<file path="config.mk">
export PLATFORM = sky130hd
export DESIGN_NAME = ps2_mouse_packet_cursor_tracker
export DESIGN_NICKNAME = d
export VERILOG_FILES = /design/src/hdl/ps2mt_pkg.sv /design/src/hdl/ps2_mouse_packet_cursor_tracker.sv /design/src/hdl/ps2mt_core.sv
export SDC_FILE = /design/constraint.sdc
export NUM_CORES = 1
export LEC_CHECK = 0
export BUFFER_PORTS_ARGS = -buffer_cell sky130_fd_sc_hd__clkbuf_2
export CORE_MARGIN = 8
export CORE_UTILIZATION = 56
export CTS_BUF_LIST = sky130_fd_sc_hd__clkbuf_2 sky130_fd_sc_hd__clkbuf_4 sky130_fd_sc_hd__clkbuf_8
export DETAILED_ROUTE_END_ITERATION = 8
export GPL_TIMING_DRIVEN = 1
export HOLD_SLACK_MARGIN = 0.15
export PLACE_DENSITY = 0.9
export SLEW_MARGIN = 10
export SYNTH_ARGS = -nofsm -noshare
export SYNTH_HDL_FRONTEND = slang
export SYNTH_SLANG_ARGS = --single-unit
</file>
<file path="constraint.sdc">
create_clock -name clk -period 4.2 [get_ports clk]
set_input_delay 0 -clock clk [delete_from_list [all_inputs] [get_ports clk]]
set_output_delay 0 -clock clk [all_outputs]
set_load 0.05 [all_outputs]
</file>
<file path="src/hdl/ps2mt_pkg.sv">
// ----------------------------------------------------------------------------
// ps2mt_pkg
// Shared types, constants and helpers for the mouse packet cursor tracker.
// ----------------------------------------------------------------------------
package ps2mt_pkg;

	localparam int COORD_WIDTH = 12;
	localparam int CFG_WIDTH   = 12;
	localparam int IDX_WIDTH   = 2;
	localparam int SUM_WIDTH   = COORD_WIDTH + 2;

	localparam logic [IDX_WIDTH-1:0] REG_MAX_X = IDX_WIDTH'(0);
	localparam logic [IDX_WIDTH-1:0] REG_MAX_Y = IDX_WIDTH'(1);

	localparam logic [CFG_WIDTH-1:0]   MAX_X_RESET = CFG_WIDTH'(632);
	localparam logic [CFG_WIDTH-1:0]   MAX_Y_RESET = CFG_WIDTH'(472);
	localparam logic [COORD_WIDTH-1:0] POS_X_RESET = COORD_WIDTH'(320);
	localparam logic [COORD_WIDTH-1:0] POS_Y_RESET = COORD_WIDTH'(240);

	localparam int SYNC_BIT   = 3;
	localparam int X_SIGN_BIT = 4;
	localparam int Y_SIGN_BIT = 5;

	typedef enum logic [2:0] {
		PH_HEADER = 3'b001,
		PH_XBYTE  = 3'b010,
		PH_YBYTE  = 3'b100
	} phase_t;

	typedef struct packed {
		logic                   dropped;
		logic                   done;
		logic                   moved;
		logic [COORD_WIDTH-1:0] x;
		logic [COORD_WIDTH-1:0] y;
	} result_t;

	function automatic logic [COORD_WIDTH-1:0] clamp_coord(
		input logic signed [SUM_WIDTH-1:0] v,
		input logic [CFG_WIDTH-1:0]        lim_reg
	);
		logic [COORD_WIDTH-1:0] lim;
		lim = (lim_reg > CFG_WIDTH'({COORD_WIDTH{1'b1}})) ?
			{COORD_WIDTH{1'b1}} : COORD_WIDTH'(lim_reg);
		if (v < 0) begin
			return '0;
		end else if (v > $signed({2'b00, lim})) begin
			return lim;
		end else begin
			return v[COORD_WIDTH-1:0];
		end
	endfunction

endpackage

</file>
<file path="src/hdl/ps2_mouse_packet_cursor_tracker.sv">
// ----------------------------------------------------------------------------
// ps2_mouse_packet_cursor_tracker
// Assembles three-byte mouse packets and tracks a clamped cursor position.
// ----------------------------------------------------------------------------
//  channel   handshake             payload
//  input     in_valid / in_ready   rx_byte
//  result    out_valid / out_ready byte_dropped, packet_done, moved,
//                                  cursor_x, cursor_y
//  config    cfg_valid / cfg_ready cfg_index, cfg_data
//
// One item is accepted per cycle unless a stalled result holds the pipeline;
// each accepted item passes through the input register and the result register.
// The update of phase and cursor between those registers is a single add and
// clamp per coordinate. Reset restores limits 632 and 472 and cursor 320, 240.
// A stalled result holds the result register; the input register keeps
// accepting while the result register is free or being taken.
// ----------------------------------------------------------------------------
module ps2_mouse_packet_cursor_tracker (
	input  logic                              clk,
	input  logic                              arst_n,
	input  logic                              in_valid,
	output logic                              in_ready,
	input  logic [7:0]                        rx_byte,
	output logic                              out_valid,
	input  logic                              out_ready,
	output logic                              byte_dropped,
	output logic                              packet_done,
	output logic                              moved,
	output logic [ps2mt_pkg::COORD_WIDTH-1:0] cursor_x,
	output logic [ps2mt_pkg::COORD_WIDTH-1:0] cursor_y,
	input  logic                              cfg_valid,
	output logic                              cfg_ready,
	input  logic [ps2mt_pkg::IDX_WIDTH-1:0]   cfg_index,
	input  logic [ps2mt_pkg::CFG_WIDTH-1:0]   cfg_data
);
	import ps2mt_pkg::*;

	logic                 valid_s1, valid_s2;
	logic [7:0]           byte_s1;
	result_t              result_s2;
	result_t              core_result;
	logic                 advance;
	logic [CFG_WIDTH-1:0] max_x_q, max_y_q;

	assign advance   = !valid_s2 || out_ready;
	assign in_ready  = !valid_s1 || advance;
	assign cfg_ready = 1'b1;

	always_ff @(posedge clk or negedge arst_n) begin
		if (!arst_n) begin
			max_x_q <= MAX_X_RESET;
			max_y_q <= MAX_Y_RESET;
		end else if (cfg_valid) begin
			if (cfg_index == REG_MAX_X) begin
				max_x_q <= cfg_data;
			end else if (cfg_index == REG_MAX_Y) begin
				max_y_q <= cfg_data;
			end
		end
	end

	always_ff @(posedge clk or negedge arst_n) begin
		if (!arst_n) begin
			valid_s1 <= 1'b0;
			valid_s2 <= 1'b0;
		end else begin
			if (in_ready) begin
				valid_s1 <= in_valid;
			end
			if (advance) begin
				valid_s2 <= valid_s1;
			end
		end
	end

	always_ff @(posedge clk) begin
		if (in_valid && in_ready) begin
			byte_s1 <= rx_byte;
		end
		if (valid_s1 && advance) begin
			result_s2 <= core_result;
		end
	end

	ps2mt_core u_core (
		.clk     (clk),
		.arst_n  (arst_n),
		.step    (valid_s1 && advance),
		.rx_byte (byte_s1),
		.max_x   (max_x_q),
		.max_y   (max_y_q),
		.result  (core_result)
	);

	assign out_valid    = valid_s2;
	assign byte_dropped = result_s2.dropped;
	assign packet_done  = result_s2.done;
	assign moved        = result_s2.moved;
	assign cursor_x     = result_s2.x;
	assign cursor_y     = result_s2.y;

endmodule

</file>
<file path="src/hdl/ps2mt_core.sv">
// ----------------------------------------------------------------------------
// ps2mt_core
// Packet phase tracking, packet byte storage and cursor update with clamping.
// ----------------------------------------------------------------------------
module ps2mt_core (
	input  logic                         clk,
	input  logic                         arst_n,
	input  logic                         step,
	input  logic [7:0]                   rx_byte,
	input  logic [ps2mt_pkg::CFG_WIDTH-1:0] max_x,
	input  logic [ps2mt_pkg::CFG_WIDTH-1:0] max_y,
	output ps2mt_pkg::result_t           result
);
	import ps2mt_pkg::*;

	phase_t                  phase_q, phase_d;
	logic [7:0]              header_q;
	logic [7:0]              xbyte_q;
	logic [COORD_WIDTH-1:0]  pos_x_q, pos_y_q;
	logic [COORD_WIDTH-1:0]  new_x, new_y;
	logic signed [8:0]       dx, dy;
	logic signed [SUM_WIDTH-1:0] sum_x, sum_y;

	always_comb begin
		dx    = $signed({header_q[X_SIGN_BIT], xbyte_q});
		dy    = $signed({header_q[Y_SIGN_BIT], rx_byte});
		sum_x = $signed({2'b00, pos_x_q}) + SUM_WIDTH'(dx);
		sum_y = $signed({2'b00, pos_y_q}) - SUM_WIDTH'(dy);
		new_x = clamp_coord(sum_x, max_x);
		new_y = clamp_coord(sum_y, max_y);
	end

	always_comb begin
		result.dropped = 1'b0;
		result.done    = 1'b0;
		result.moved   = 1'b0;
		result.x       = pos_x_q;
		result.y       = pos_y_q;
		phase_d        = phase_q;
		unique case (phase_q)
			PH_HEADER: begin
				if (rx_byte[SYNC_BIT]) begin
					phase_d = PH_XBYTE;
				end else begin
					result.dropped = 1'b1;
				end
			end
			PH_XBYTE: begin
				phase_d = PH_YBYTE;
			end
			default: begin
				result.done  = 1'b1;
				result.moved = (dx != 9'sd0) || (dy != 9'sd0);
				result.x     = new_x;
				result.y     = new_y;
				phase_d      = PH_HEADER;
			end
		endcase
	end

	always_ff @(posedge clk or negedge arst_n) begin
		if (!arst_n) begin
			phase_q <= PH_HEADER;
			pos_x_q <= POS_X_RESET;
			pos_y_q <= POS_Y_RESET;
		end else if (step) begin
			phase_q <= phase_d;
			pos_x_q <= result.x;
			pos_y_q <= result.y;
		end
	end

	always_ff @(posedge clk) begin
		if (step && phase_q == PH_HEADER) begin
			header_q <= rx_byte;
		end
		if (step && phase_q == PH_XBYTE) begin
			xbyte_q <= rx_byte;
		end
	end

	a_drop_holds_phase: assert property (@(posedge clk) disable iff (!arst_n)
		step && phase_q == PH_HEADER && !rx_byte[SYNC_BIT] |=> phase_q == PH_HEADER)
		else $error("phase left header on a dropped item");

	a_packet_returns: assert property (@(posedge clk) disable iff (!arst_n)
		step && phase_q == PH_YBYTE |=> phase_q == PH_HEADER)
		else $error("phase did not return to header after a packet");

	a_clamp_x: assert property (@(posedge clk) disable iff (!arst_n)
		step && phase_q == PH_YBYTE |=> pos_x_q <= $past(max_x))
		else $error("cursor column above its limit after a packet");

	a_moved_needs_done: assert property (@(posedge clk) disable iff (!arst_n)
		step && result.moved |-> result.done && !result.dropped)
		else $error("movement flagged without a completed packet");

endmodule

</file>
## Word-level counts from Yosys, hierarchy flattened

Cells that the tools add are included.

| word-level totals | value |
|---|---|
| bits in registers | 102 |
| input bits | 27 |
| output and inout bits | 30 |
| logic and storage cells | 54 |

| cells by class | value |
|---|---|
| add/subtract/negate cells | 2 |
| magnitude comparators | 6 |
| equality and inequality tests | 4 |
| multiplexer cells | 10 |
| bitwise gates (word level) | 1 |
| reductions and logical operators | 16 |

Operators with widths:

| kind | count |
|---|---|
| 2-to-1 mux 12 bit | 6 |
| > comparator 14 x 13 -> 1 bit | 2 |
| < comparator 14 x 1 -> 1 bit (second input constant) | 2 |
| 2-to-1 mux 26 bit | 1 |
| > comparator 12 bit (second input constant) | 2 |
| nonzero test 9 bit | 2 |
| adder 13 x 9 -> 14 bit | 1 |
| subtractor 13 x 9 -> 14 bit | 1 |
| case mux 3 bit (2 select lines) | 1 |
| logical AND 1 bit | 4 |
| AND reduction 2 bit | 2 |
| == test 3 x 1 -> 1 bit (second input constant) | 1 |
| == test 3 x 2 -> 1 bit (second input constant) | 1 |
| logical OR 1 bit | 3 |
| 2-to-1 mux 3 bit | 1 |
| AND reduction 3 bit | 1 |
| == test 2 x 1 -> 1 bit (second input constant) | 1 |
| zero test 1 bit | 2 |
| zero test 2 bit | 1 |
| inequality test 2 bit (second input constant) | 1 |
| OR reduction 2 bit | 1 |
| 2-to-1 mux 1 bit | 1 |
| inverter 1 bit | 1 |

## Logic depth before layout (Yosys ltp)

| logic depth | value |
|---|---|
| depth after elaboration | 6 |
| gate-level depth with buffers | 19 |

## Modules after synthesis

Synthesis repeated with hierarchy kept, for this count alone.

| second synthesis, totals | value |
|---|---|
| cells, all modules | 598 |
| area total of the unflattened synthesis | 6132.1 sq um |

By module, submodules not included:

| module | times used | cells each | area an instance (sq um) |
|---|---|---|---|
| ps2mt_core | 1 | 501 | 4033.9 |
| ps2_mouse_packet_cursor_tracker | 1 | 97 | 2098.3 |

## Least setup slack after synthesis

OpenSTA, ideal clock, no wires.

| path | value |
|---|---|
| path kind | reg-to-reg |
| start point | reg u_core.pos_x_q[0] |
| end point | reg result_s2, in the netlist cursor_x[0], data pin |
| setup time | 256 ps |
| arrival time | 4200 ps |
| data required time | 3944 ps |
| path slack | -256 ps |
| stages on the path, launching flop included | 19 |
| cell sequence | dfrtp_1 ha_1 inv_1 fa_1 nor2b_4 o31a_1 or4_2 a21oi_1 xnor2_1 ha_1 nand4_1 or3_1 o221ai_1 o22ai_1 o311ai_4 a31oi_4 mux2i_4 a22oi_2 a22o_1 |

RTL lines:

| what | RTL line | source |
|---|---|---|
| start: declaration | ps2mt_core.sv:19 | `logic [COORD_WIDTH-1:0] pos_x_q, pos_y_q;` |
| start signal: assignment | ps2mt_core.sv:68 | `pos_x_q <= result.x;` |
| end signal: assignment | ps2_mouse_packet_cursor_tracker.sv:81 | `result_s2 <= core_result;` |
| end: declaration | ps2_mouse_packet_cursor_tracker.sv:40 | `result_t result_s2;` |

## Worst setup path after layout

| path | value |
|---|---|
| start point | reg u_core.xbyte_q[0] |
| end point | reg u_core.pos_x_q[5] |

| on the way | value |
|---|---|
| word-level cells in the longest chain between the ends | 5 |

RTL lines:

| what | RTL line | source |
|---|---|---|
| start: declaration | ps2mt_core.sv:18 | `logic [7:0] xbyte_q;` |
| start signal: assignment | ps2mt_core.sv:78 | `xbyte_q <= rx_byte;` |
| adder 13 x 9 -> 14 bit * | ps2mt_core.sv:27 | `sum_x = $signed({2'b00, pos_x_q}) + SUM_WIDTH'(dx);` |
| > comparator 14 x 13 -> 1 bit | ps2mt_pkg.sv:47 | `end else if (v > $signed({2'b00, lim})) begin` |
| 2-to-1 mux 12 bit | ps2mt_pkg.sv:47 |  |
| 2-to-1 mux 12 bit * | ps2mt_pkg.sv:45 | `if (v < 0) begin` |
| 2-to-1 mux 26 bit * | ps2mt_core.sv:40 | `unique case (phase_q)` |

Every way passes the cells marked *; elsewhere a longest branch is shown, timed or not.
A chain may end at the register's enable or synchronous reset.

==> flow_summary.ini <==
[timing]
fin_crit_ns = 4.306
tns_ns = -1.059
setup_ws_ns = -0.1056
slew_viol_final = 0
setup_viol = 24
worst_clock_skew_ns = 0.01119
whs_ns = 0.2858
fmax_ghz = 0.2323
period_share_pct = 102.5
worst_slew_pin_slew_ns = 1.149
max_slew_margin_pct = 22.83
rsz0062_at_grt = yes
hold_viol = 0

[synth]
synth.distinct_cells = 71
syn_nets = 661
synth_cells = 584
yosys.area_share.simple_pct = 13.12
synth_compound_area_share_pct = 18.39
synth_edf_count = 45
synth_top_family_by_area = compound AO/OA/AOI/OAI gates
synth-seq-area-share_pct = 44.97
synth-adder-area-share_pct = 10.68
syn_area_um2 = 6001
synth-main-ff-cell = edfxtp_1
postSynthAreaPerCell_um2 = 10.28
yosysWarningCount = 0
muxShareOfSynthArea_pct = 6.005
ys_seq_elements = 98
synthArstFlopShare_pct = 54.08
synthXorXnorAreaFrac_pct = 2.627

[cts]
cts_tree = done
clk-insertion-delay-late_ns = 0.38
cts.sinks = 98
clkSlewWorstSetupHoldPaths_ns = 0.10
cts_buffers = 9
clockRootBuffer = clkbuf_8
htreeDepth = 3
cts_buffer_depth = 2

[drt]
vias_per_cell = 6.611
drc_errors = 0
wl_per_cell_um = 23.20
firstDrtPassIters = 6
num_vias = 5725
antenna_left = 0
drt_wl_total_um = 20090
drtIter0Drc = 728

[layout]
nets = 802
num-fill-cells = 607
area_growth_pct = 31.65
layout_commonest_cell = nand2_1
layout_common_cells = 66 x nand2_1, 55 x clkbuf_2, 49 x inv_1
final_util_pct = 76.18
diodes = 0
drive_above_1_share_pct = 30.55

[floorplan]
start_util_pct = 57.87
coreArea_um2 = 10370
io_pins = 57
die_w_um = 119.5
rows = 37
die_area_um2 = 14280
dieHeight_um = 119.5

[pwr]
leakage_nw = 3.345
p_per_area_nw_per_um2 = 961.1
p_int_mw = 3.874
clkPwrFrac_pct = 7.8
netSwitchingFraction_pct = 48.98
ir_drop_v = 0.0007506
sequentialPowerShare_pct = 21.3
combPwrFrac_pct = 70.9
p_sw_mw = 3.719

[global_route]
grt_max_degree = 54
grt_pass1_vias = 5513
antenna_found_initial = 0
grt_pass1_wl_um = 27690
overflow = 0
track_usage_pct = 24.18

[worst_setup_path]
end_kind = flop
reg2reg_slack_ns = -0.11
criticalPathCategory = flop to flop
critPathArrivalTime_ns = 4.57
r2r-end = u_core.pos_x_q[5]$_DFFE_PN0P_
r2r-start = u_core.xbyte_q[0]$_DFFE_PP_
cp.required_ns = 4.47
startpoint_type = flop
critPathMaxFanout = 3
reg2reg_depth = 19

[job]
max_cap_viol_count = 0

[placement]
place_congestion = 0.9683
hpwl_um = 11840
io_buffers = 55

[status]
status = complete, but fails checks
violations = negative setup slack

[min_path]
hp-class = primary input to asynchronous set/reset pin
==> cell type report <==
| type | instances | area, µm² | share of cell area (%) |
|---|---|---|---|
| multi-input combinational | 422 | 3586 | 45.39 |
| sequential | 98 | 2699 | 34.16 |
| timing repair buffer | 143 | 1080 | 13.67 |
| inverter | 51 | 191.4 | 2.423 |
| tap | 136 | 170.2 | 2.154 |
| clock buffer | 12 | 146.4 | 1.853 |
| clock inverter | 4 | 27.53 | 0.3484 |
==> routing by layer <==
layer | global-route usage (%) | share of wire, % | up-vias
met5 | 0 | 0 | -
li1 | - | - | 2416
met1 | 29.87 | 36 | 2768
met4 | 11.71 | 5.7 | 0
met2 | 39.92 | 48 | 425
met3 | 4.782 | 10 | 116
==> cells by family after synthesis <==
| group | count (synthesis) |
|---|---|
| xor gates and xnor gates | 18 |
| AOI/OAI and AO/OA | 156 |
| other | 1 |
| adders and majority gates | 50 |
| buffers and inverters | 65 |
| and+or+nand+nor | 163 |
| DFF | 98 |
| muxes | 33 |
==> power groups by stage <==
stage | logic, mW | clock network, mW | registers, mW
after floorplan | 2.45 | 0 | 1.90
after global placement | 3.65 | 0 | 1.59
after detailed placement | 3.81 | 0 | 1.60
after CTS | 4.04 | 0.580 | 1.58
after global routing | 5.63 | 0.623 | 1.64
final | 5.38 | 0.592 | 1.62
==> cell usage after synthesis (8+ instances only) <==
cell type,n,area (µm²)
xnor2_1,16,140.1
inv_1,51,191.4
a211o_1,8,70.07
o21ai_0,53,265.3
clkbuf_1,11,41.29
dfrtp_1,36,900.9
nor2_1,28,105.1
nand2_1,67,251.5
ha_1,48,600.6
edfxtp_1,45,1351
mux2_2,14,157.7
mux2i_1,18,180.2
nand3_1,10,50.05
nand2b_1,10,62.56
o22ai_1,12,75.07
dfstp_2,17,446.7
a21oi_1,24,120.1
nor3_1,11,55.05
==> worst max-delay path, stage by stage (launching register included) <==
cell	delay, ns
edfxtp_1	0.41
ha_2	0.20
inv_2	0.05
fa_2	0.22
nor2b_4	0.05
o31a_1	0.29
or4_4	0.44
a21oi_4	0.16
xnor2_2	0.11
ha_4	0.29
nand4_1	0.11
or3_4	0.36
o221ai_4	0.09
a31oi_4	0.06
o311ai_4	0.43
a31oi_4	0.14
buf_4	0.20
mux2i_2	0.23
nor3_1	0.09
a211o_1	0.27
==> worst max path at each step <==
stage                                start                       endpoint  cells past startpoint
4_1_cts        u_core.xbyte_q[0]$_DFFE_PP_          cursor_x[0]$_DFFE_PP_                     18
3_3_place_gp   u_core.xbyte_q[0]$_DFFE_PP_          cursor_x[0]$_DFFE_PP_                     18
6_report       u_core.xbyte_q[0]$_DFFE_PP_  u_core.pos_x_q[5]$_DFFE_PN0P_                     19
3_5_place_dp   u_core.xbyte_q[0]$_DFFE_PP_          cursor_x[6]$_DFFE_PP_                     19
2_1_floorplan  u_core.xbyte_q[0]$_DFFE_PP_          cursor_x[0]$_DFFE_PP_                     18
5_1_grt        u_core.xbyte_q[0]$_DFFE_PP_  u_core.pos_x_q[5]$_DFFE_PN0P_                     19
==> flip-flops by register name (all words and copies together) (netlist names) <==
register         cells
cursor_x            12
cursor_y            12
max_x_q             12
max_y_q             12
u_core.pos_x_q      12
u_core.pos_y_q      12
byte_s1              8
u_core.xbyte_q       8
u_core.phase_q       3
u_core.header_q      2
byte_dropped         1
moved                1
out_valid            1
packet_done          1
valid_s1             1
==> timing repair <==
item,CTS,global route
cloned,0,1
buffers inserted,4,12
endpoints found under the setup margin,33,48
hold buffers,46,2
hold endpoints to repair,70,1
pin swaps,11,29
resized for setup,19,80
==> through the flow <==
stage	setup slack (ns)	instance area (µm²)	power, mW	std cells
after floorplan	-0.002101	6032	4.351	584
after global placement	-0.008265	6621	5.238	785
after detailed placement	-0.1520	6621	5.412	785
after CTS	-0.09814	7348	6.197	851
after global routing	-0.2181	7900	7.893	866
final	-0.1056	7900	7.593	866
(Power assumes the default switching activity.)
